===== config.mk =====
export PLATFORM = sky130hd
export DESIGN_NAME = delayed_message_timer_queue
export DESIGN_NICKNAME = d
export VERILOG_FILES = /design/src/rtl/dmtq_pkg.sv /design/src/rtl/delayed_message_timer_queue.sv /design/src/rtl/dmtq_cell.sv
export SDC_FILE = /design/constraint.sdc
export NUM_CORES = 2
export LEC_CHECK = 0
export BUFFER_PORTS_ARGS = -buffer_cell sky130_fd_sc_hd__buf_2
export CAP_MARGIN = 15
export CELL_PAD_IN_SITES_DETAIL_PLACEMENT = 1
export CELL_PAD_IN_SITES_GLOBAL_PLACEMENT = 1
export CORE_ASPECT_RATIO = 0.75
export CORE_MARGIN = 2
export CORE_UTILIZATION = 25
export DETAILED_ROUTE_END_ITERATION = 6
export PLACE_DENSITY_LB_ADDON = 0.1
export SKIP_LAST_GASP = 1
export SYNTH_ARGS = -nofsm -noshare
export SYNTH_HDL_FRONTEND = slang
export SYNTH_SLANG_ARGS = --single-unit
export TNS_END_PERCENT = 20

===== constraint.sdc =====
create_clock -name clk -period 6.95 [get_ports clk]
set_input_delay 0.3475 -clock clk [delete_from_list [all_inputs] [get_ports clk]]
set_output_delay 0.3475 -clock clk [all_outputs]
set_load 0.005 [all_outputs]

===== src/rtl/dmtq_pkg.sv =====
`timescale 1ns / 1ps

package dmtq_pkg;

	localparam int QUEUE_DEPTH_DEF = 16;
	// destination ids at or above this bound are always bad
	localparam int PROCESS_SLOTS   = 16;

	localparam int DEADLINE_W = 32;
	localparam int HANDLE_W   = 8;
	localparam int DEST_W     = 4;
	localparam int STATUS_W   = 3;
	localparam int PCOUNT_W   = 5;
	localparam int LIM_W      = 9;

	localparam int S_DATA_W = 80;
	localparam int M_DATA_W = 16;

	localparam logic [PCOUNT_W-1:0] PCOUNT_RESET = PCOUNT_W'(16);

	typedef enum logic [STATUS_W-1:0] {
		ST_SCHEDULED = 3'd0,
		ST_DUPLICATE = 3'd1,
		ST_FULL      = 3'd2,
		ST_RELEASED  = 3'd3,
		ST_BAD_DEST  = 3'd4,
		ST_NONE_DUE  = 3'd5
	} status_t;

	typedef enum logic [1:0] {
		OP_HOLD,
		OP_INSERT,
		OP_POP
	} cell_op_t;

	typedef struct packed {
		logic                  occ;
		logic [DEADLINE_W-1:0] deadline;
		logic [HANDLE_W-1:0]   handle;
		logic [DEST_W-1:0]     dest;
	} entry_t;

	// broadcast to every cell; handle doubles as the duplicate probe
	typedef struct packed {
		cell_op_t              op;
		logic [DEADLINE_W-1:0] deadline;
		logic [HANDLE_W-1:0]   handle;
		logic [DEST_W-1:0]     dest;
	} cell_cmd_t;

endpackage


===== src/rtl/delayed_message_timer_queue.sv =====
`timescale 1ns / 1ps

// Channel  Dir  Handshake          Payload
// s_*      in   s_tvalid/s_tready  s_tuser = kind, s_tdata = handle, dest, delay, now
// m_*      out  m_tvalid/m_tready  m_tuser = status, m_tdata = handle, dest, m_tlast
// cfg_*    in   cfg_valid/cfg_ready cfg_data = process_count
//
// Schedule: after accept, a scan state walks the cell chain, then a decide state
//   inserts and reports, and ready returns after decide; the duplicate match flag
//   ripples down the cell chain one cell per cycle.
// Tick: pops due entries until a bad dest or the last due; NONE_DUE if none is due.
// Reset clears all cells to empty and process_count to 16; no clearing pass.
// A stalled output holds the controller; one result may wait in the
//   output register while the next request is taken.

module delayed_message_timer_queue
	import dmtq_pkg::*;
#(
	parameter int QUEUE_DEPTH = QUEUE_DEPTH_DEF
) (
	input  logic                clk,
	input  logic                arst_n,
	input  logic                s_tvalid,
	output logic                s_tready,
	input  logic [S_DATA_W-1:0] s_tdata,   // handle[7:0] dest[11:8] delay[43:12] now[75:44]
	input  logic                s_tuser,   // kind: 0 schedule, 1 tick
	output logic                m_tvalid,
	input  logic                m_tready,
	output logic [M_DATA_W-1:0] m_tdata,   // out_handle[7:0] out_dest[11:8]
	output logic [STATUS_W-1:0] m_tuser,   // status
	output logic                m_tlast,
	input  logic                cfg_valid,
	output logic                cfg_ready,
	input  logic [PCOUNT_W-1:0] cfg_data
);

	localparam int CNT_W = $clog2(QUEUE_DEPTH);

	typedef enum logic [1:0] {
		S_IDLE,
		S_SCAN,
		S_DECIDE,
		S_TICK
	} state_t;

	state_t                state_q;
	logic [CNT_W-1:0]      cnt_q;
	logic [PCOUNT_W-1:0]   pcount_q;
	logic [DEADLINE_W-1:0] deadline_q;
	logic [DEADLINE_W-1:0] now_q;
	logic [HANDLE_W-1:0]   req_handle_q;
	logic [DEST_W-1:0]     req_dest_q;

	logic                  out_valid_q;
	status_t               out_status_q;
	logic [HANDLE_W-1:0]   out_handle_q;
	logic [DEST_W-1:0]     out_dest_q;
	logic                  out_last_q;

	cell_cmd_t             cmd;
	entry_t                ent   [QUEUE_DEPTH];
	logic [QUEUE_DEPTH-1:0] gt_v;
	logic [QUEUE_DEPTH-1:0] hit_v;
	logic [QUEUE_DEPTH-1:0] occ_v;

	logic                  out_free;
	logic                  dup;
	logic                  full;
	logic                  head_due;
	logic                  second_due;
	logic                  head_ok;
	logic [LIM_W-1:0]      lim;

	// ---------------- cell chain ----------------
	for (genvar i = 0; i < QUEUE_DEPTH; i++) begin : g_cell
		entry_t prev_e;
		entry_t next_e;
		logic   prev_g;
		logic   hit_i;

		if (i == 0) begin : g_head
			assign prev_e = '0;
			assign prev_g = 1'b0;
			assign hit_i  = 1'b0;
		end else begin : g_body
			assign prev_e = ent[i-1];
			assign prev_g = gt_v[i-1];
			assign hit_i  = hit_v[i-1];
		end

		if (i == QUEUE_DEPTH - 1) begin : g_tail
			assign next_e = '0;
		end else begin : g_mid
			assign next_e = ent[i+1];
		end

		dmtq_cell u_cell (
			.clk        (clk),
			.arst_n     (arst_n),
			.cmd        (cmd),
			.prev_entry (prev_e),
			.prev_gt    (prev_g),
			.next_entry (next_e),
			.hit_in     (hit_i),
			.entry      (ent[i]),
			.gt         (gt_v[i]),
			.hit        (hit_v[i])
		);

		assign occ_v[i] = ent[i].occ;
	end

	// ---------------- decisions ----------------
	assign out_free   = !out_valid_q || m_tready;
	assign dup        = hit_v[QUEUE_DEPTH-1];
	assign full       = occ_v[QUEUE_DEPTH-1];
	assign head_due   = ent[0].occ && (ent[0].deadline <= now_q);
	assign second_due = ent[1].occ && (ent[1].deadline <= now_q);

	// limit is min(process_count, PROCESS_SLOTS)
	assign lim     = (LIM_W'(pcount_q) > LIM_W'(PROCESS_SLOTS)) ? LIM_W'(PROCESS_SLOTS)
		: LIM_W'(pcount_q);
	assign head_ok = LIM_W'(ent[0].dest) < lim;

	always_comb begin
		cmd.deadline = deadline_q;
		cmd.handle   = req_handle_q;
		cmd.dest     = req_dest_q;
		cmd.op       = OP_HOLD;
		if (state_q == S_DECIDE && out_free && !dup && !full) begin
			cmd.op = OP_INSERT;
		end else if (state_q == S_TICK && out_free && head_due) begin
			cmd.op = OP_POP;
		end
	end

	// ---------------- ports ----------------
	assign s_tready  = (state_q == S_IDLE);
	assign cfg_ready = 1'b1;
	assign m_tvalid  = out_valid_q;
	assign m_tuser   = out_status_q;
	assign m_tdata   = {(M_DATA_W - HANDLE_W - DEST_W)'(0), out_dest_q, out_handle_q};
	assign m_tlast   = out_last_q;

	always_ff @(posedge clk or negedge arst_n) begin
		if (!arst_n) begin
			pcount_q <= PCOUNT_RESET;
		end else if (cfg_valid) begin
			pcount_q <= cfg_data;
		end
	end

	// request latch, no reset needed
	always_ff @(posedge clk) begin
		if (s_tvalid && s_tready) begin
			req_handle_q <= s_tdata[7:0];
			req_dest_q   <= s_tdata[11:8];
			now_q        <= s_tdata[75:44];
			deadline_q   <= s_tdata[43:12] + s_tdata[75:44];
		end
	end

	// controller and output register
	always_ff @(posedge clk or negedge arst_n) begin
		if (!arst_n) begin
			state_q      <= S_IDLE;
			cnt_q        <= '0;
			out_valid_q  <= 1'b0;
			out_status_q <= ST_SCHEDULED;
			out_handle_q <= '0;
			out_dest_q   <= '0;
			out_last_q   <= 1'b0;
		end else begin
			if (m_tready) begin
				out_valid_q <= 1'b0;
			end
			case (state_q)
				S_IDLE: begin
					if (s_tvalid) begin
						cnt_q   <= '0;
						state_q <= s_tuser ? S_TICK : S_SCAN;
					end
				end
				S_SCAN: begin
					cnt_q <= cnt_q + 1'b1;
					if (cnt_q == CNT_W'(QUEUE_DEPTH - 1)) begin
						state_q <= S_DECIDE;
					end
				end
				S_DECIDE: begin
					if (out_free) begin
						out_valid_q  <= 1'b1;
						out_handle_q <= req_handle_q;
						out_dest_q   <= req_dest_q;
						out_last_q   <= 1'b1;
						if (dup) begin
							out_status_q <= ST_DUPLICATE;
						end else if (full) begin
							out_status_q <= ST_FULL;
						end else begin
							out_status_q <= ST_SCHEDULED;
						end
						state_q <= S_IDLE;
					end
				end
				S_TICK: begin
					if (out_free) begin
						out_valid_q <= 1'b1;
						if (head_due) begin
							out_status_q <= head_ok ? ST_RELEASED : ST_BAD_DEST;
							out_handle_q <= ent[0].handle;
							out_dest_q   <= ent[0].dest;
							// bad destination ends the tick
							out_last_q   <= !head_ok || !second_due;
							if (!head_ok || !second_due) begin
								state_q <= S_IDLE;
							end
						end else begin
							out_status_q <= ST_NONE_DUE;
							out_handle_q <= '0;
							out_dest_q   <= '0;
							out_last_q   <= 1'b1;
							state_q      <= S_IDLE;
						end
					end
				end
				default: begin
					state_q <= S_IDLE;
				end
			endcase
		end
	end

	// ---------------- checks ----------------
	// occupied cells always form a contiguous run from the head
	a_occ_packed: assert property (@(posedge clk) disable iff (!arst_n)
		((occ_v + 1'b1) & occ_v) == '0)
		else $error("cell occupancy not contiguous");

	a_insert_grows: assert property (@(posedge clk) disable iff (!arst_n)
		cmd.op == OP_INSERT |=> $countones(occ_v) == $past($countones(occ_v)) + 1)
		else $error("insert did not add exactly one entry");

	a_pop_shrinks: assert property (@(posedge clk) disable iff (!arst_n)
		cmd.op == OP_POP |=> $countones(occ_v) + 1 == $past($countones(occ_v)))
		else $error("pop did not remove exactly one entry");

	a_insert_not_full: assert property (@(posedge clk) disable iff (!arst_n)
		cmd.op == OP_INSERT |-> !occ_v[QUEUE_DEPTH-1])
		else $error("insert into full queue");

	a_pop_occupied: assert property (@(posedge clk) disable iff (!arst_n)
		cmd.op == OP_POP |-> occ_v[0])
		else $error("pop from empty queue");

endmodule


===== src/rtl/dmtq_cell.sv =====
`timescale 1ns / 1ps

module dmtq_cell
	import dmtq_pkg::*;
(
	input  logic      clk,
	input  logic      arst_n,
	input  cell_cmd_t cmd,
	input  entry_t    prev_entry,
	input  logic      prev_gt,
	input  entry_t    next_entry,
	input  logic      hit_in,
	output entry_t    entry,
	output logic      gt,
	output logic      hit
);

	logic                  occ_q;
	logic [DEADLINE_W-1:0] deadline_q;
	logic [HANDLE_W-1:0]   handle_q;
	logic [DEST_W-1:0]     dest_q;
	logic                  hit_q;
	entry_t                nxt;

	assign entry = '{occ: occ_q, deadline: deadline_q, handle: handle_q, dest: dest_q};

	// empty cells count as later than anything
	assign gt  = !occ_q || (deadline_q > cmd.deadline);
	assign hit = hit_q;

	always_comb begin
		nxt = entry;
		case (cmd.op)
			OP_INSERT: begin
				if (gt) begin
					if (prev_gt) begin
						nxt = prev_entry;
					end else begin
						nxt = '{occ: 1'b1, deadline: cmd.deadline, handle: cmd.handle,
							dest: cmd.dest};
					end
				end
			end
			OP_POP: begin
				nxt = next_entry;
			end
			default: begin
				nxt = entry;
			end
		endcase
	end

	always_ff @(posedge clk or negedge arst_n) begin
		if (!arst_n) begin
			occ_q <= 1'b0;
			hit_q <= 1'b0;
		end else begin
			occ_q <= nxt.occ;
			// match flag ripples one cell per cycle toward the tail
			hit_q <= hit_in || (occ_q && (handle_q == cmd.handle));
		end
	end

	always_ff @(posedge clk) begin
		deadline_q <= nxt.deadline;
		handle_q   <= nxt.handle;
		dest_q     <= nxt.dest;
	end

endmodule

==> results.toml <==
[grt]
grt_max_degree = 221
grt_pass1_vias = 46200
grt_util_all_layers_pct = 18.9
grt_pass1_wl_mm = 324
antenna_found_initial = 8
grt-ovfl-total = 0

[critical_path]
cp-end-kind = "register"
cp.arrival_ns = 6.07
start_kind = "register"
critPathMaxFanout = 24
cp.required_ns = 7.48
path_class = "register to register"

[run_status]
status = "complete, no violations"

[sta]
period_needed_ns = 5.54
finalSetupViolations = 0
relSlewSlack_pct = 17.6
rsz0062_at_grt = "no"
fmax_mhz = 181
fin_crit_sh_pct = 79.7
final-max-slew-violation-count = 0
tightestPinTransition_ns = 1.23
finalHoldViolations = 0
setup-tns-final_ns = 0
fin_skew_ns = 0.0386

[routing]
ant_nets = 0
drtPass1Iterations = 5
avgViaCountPerCell = 5.13
num_vias = 44400
routedWlPerCell_um = 25.3
drtIter0Drc = 2735
drc_errors = 0
wl_mm = 219

[worst_hold_path]
hold_class = "input pin to register"

[place]
routabilityCongestion = 0.805
portBuffers = 104
place_hpwl_mm = 156

[floorplanning]
die_h_um = 414
initial_core_util_pct = 25.2
fp.dieW_um = 551
die_area_um2 = 228000
io_pins = 114
row_count = 150
core_um2 = 223000

[cts]
clock_latency_ns = 0.78
clockRootBuffer = "clkbuf_16"
clock_path_buffers = 3
ctsResizeCount = 0
path_clk_slew_ns = 0.06
cts-buffers-inserted = 107
ctsHoldBuffers = 61
clkSinkCount = 840
cts_tree = "built"
htree_levels = 3
cts_setup_buffers = 0

[yosys]
syn_area_um2 = 56100
syn_avg_cell_area_um2 = 10.1
yosysSeqAreaShare_pct = 44.4
synth_cell_types = 70
synth.top_cell.area_share_pct = 41.7
synthTopCellsByArea = "edfxtp_1 (42%), ha_1 (13%), mux2i_1 (7.9%), o21ai_0 (4.7%), nand2_1 (4.6%)"
yosysMostFrequentCell = "edfxtp_1"
synth_flop_cell = "edfxtp_1"
synthTopCellsByCount = "edfxtp_1 (780), nand2_1 (695), ha_1 (579)"
synth_largest_area_cell = "edfxtp_1"
ys_async_sr_fraction_pct = 7.14
yosysWarnings = 0
synth-seq-cells = 840
synth-edff-count = 780
syn_inst = 5582

[power_and_ir_drop]
pwr-share-comb_pct = 45.1
p_sw_share_pct = 43.1
internal_power_w = 0.0159
clkPwrFrac_pct = 20.9
ir_worst_vdd_mv = 0.249
pwr_density_cell_nw_per_um2 = 437
p_seq_share_pct = 34.0
p_leak_nw = 25.2
power_switching_w = 0.0121

[layout]
post_route_cells_drive_above_1_share_pct = 7.99
syn_to_final_growth_pct = 14.3
num-nets-final = 6261
final_util_pct = 28.8

[job]
maxCapViolCount = 0
## critical path, stage by stage (launching register included)
cell	delay [ns]
edfxtp_1	0.88
inv_1	0.46
ha_1	0.43
a21o_1	0.18
a21o_1	0.17
a211oi_1	0.55
o21ai_0	0.37
o31ai_1	0.70
and4_2	0.86
buf_12	0.29
o22ai_1	0.10
mux2_2	0.29
## worst paths after layout
path                       cells past startpoint  slack (ns)                  from                         endpoint
max reg2reg                                   11        1.41         deadline_q[9]  g_cell[13].u_cell.deadline_q[0]
min reg2reg                                    1        0.44  g_cell[4].u_cell.hit             g_cell[5].u_cell.hit
min                                            4        0.07              s_tvalid                         cnt_q[0]
max                                           11        1.41         deadline_q[9]  g_cell[13].u_cell.deadline_q[0]
min in group asynchronous                      3        0.29                arst_n             g_cell[0].u_cell.hit
max in group asynchronous                      3        5.50                arst_n            g_cell[14].u_cell.hit
## power groups by stage
stage	clock [W]	sequential, W	combinational (W)
after global placement	0	0.00965	0.0123
after CTS	0.00608	0.00956	0.0127
after floorplan	0	0.00885	0.00844
after global routing	0.00622	0.00971	0.0141
after detailed placement	0	0.00964	0.0126
final	0.00586	0.00952	0.0126
## registers in the layout, indices dropped and copies added (netlist names)
| name | count |
|---|---|
| g_cell.u_cell.deadline_q | 512 |
| g_cell.u_cell.handle_q | 128 |
| g_cell.u_cell.dest_q | 64 |
| deadline_q | 32 |
| now_q | 32 |
| g_cell.u_cell.hit | 16 |
| g_cell.u_cell.occ_q | 16 |
| out_handle_q | 8 |
| req_handle_q | 8 |
| pcount_q | 5 |
| cnt_q | 4 |
| out_dest_q | 4 |
| req_dest_q | 4 |
| m_tuser | 3 |
| state_q | 2 |
| m_tlast | 1 |
| m_tvalid | 1 |
## routing by layer
layer,track usage (%),up-vias,wire length (um)
met5,0,-,0
met4,3.53,0,3950
met3,2.08,169,7490
met2,26.5,634,87800
met1,30.5,22700,120000
li1,-,20900,-
## logic make-up (layout without fill, tap and decap cells)
group / Yosys count / after routing / synth area share (%)
compound gates: 1603 / 1603 / 16.9
simple gates: 1448 / 1448 / 11.4
flops: 840 / 840 / 44.4
fa+ha+maj: 580 / 580 / 12.9
buf+inv: 505 / 599 / 3.90
mux: 449 / 449 / 8.02
xor+xnor: 155 / 155 / 2.42
other cells: 2 / 13 / 0.0134
## metrics by stage
stage          instance area [um^2]  hold slack, ns  cells  power (W)  setup WS [ns]
2_1_floorplan                 56100          0.0519   5585     0.0173          0.588
3_3_place_gp                  59900           0.260   8383     0.0220           1.48
3_5_place_dp                  59900           0.263   8383     0.0223           1.44
4_1_cts                       64100          0.0118   8642     0.0283           1.45
5_1_grt                       64100          0.0486   8643     0.0300           1.20
6_report                      64100          0.0723   8651     0.0280           1.41
## layout by cell type (no fill, tap or decap), drive strengths merged, types with 9 or more instances in the layout
| cell type | synthesis | layout |
|---|---|---|
| a211oi | 20 | 20 |
| a21o | 181 | 181 |
| a21oi | 303 | 303 |
| a31oi | 190 | 190 |
| a41o | 17 | 17 |
| and3 | 12 | 12 |
| buf | 140 | 227 |
| bufinv | 0 | 10 |
| clkbuf | 252 | 134 |
| clkinv | 0 | 49 |
| dfrtp | 59 | 59 |
| dlygate4sd3 | 0 | 61 |
| edfxtp | 780 | 780 |
| ha | 579 | 579 |
| inv | 113 | 114 |
| mux2i | 442 | 442 |
| nand2 | 695 | 695 |
| nand2b | 12 | 12 |
| nand3 | 137 | 137 |
| nand4 | 107 | 107 |
| nor2 | 300 | 300 |
| nor2b | 56 | 56 |
| nor3 | 40 | 40 |
| nor4 | 38 | 38 |
| o211ai | 17 | 17 |
| o21a | 36 | 36 |
| o21ai | 700 | 700 |
| o21bai | 9 | 9 |
| o22a | 44 | 44 |
| o22ai | 9 | 9 |
| o31ai | 12 | 12 |
| or2 | 13 | 13 |
| or3 | 15 | 15 |
| xnor2 | 38 | 38 |
| xor2 | 117 | 117 |
## area by class of cell
type | count | area (um^2)
timing repair buffer | 288 | 2180
multi-input combinational | 4240 | 29300
fill | 25000 | 159000
inverter | 113 | 424
sequential | 840 | 24900
clock buffer | 134 | 2890
antenna | 8 | 20.0
clock inverter | 64 | 644
tap | 2964 | 3710
(Power assumes the default switching activity.)
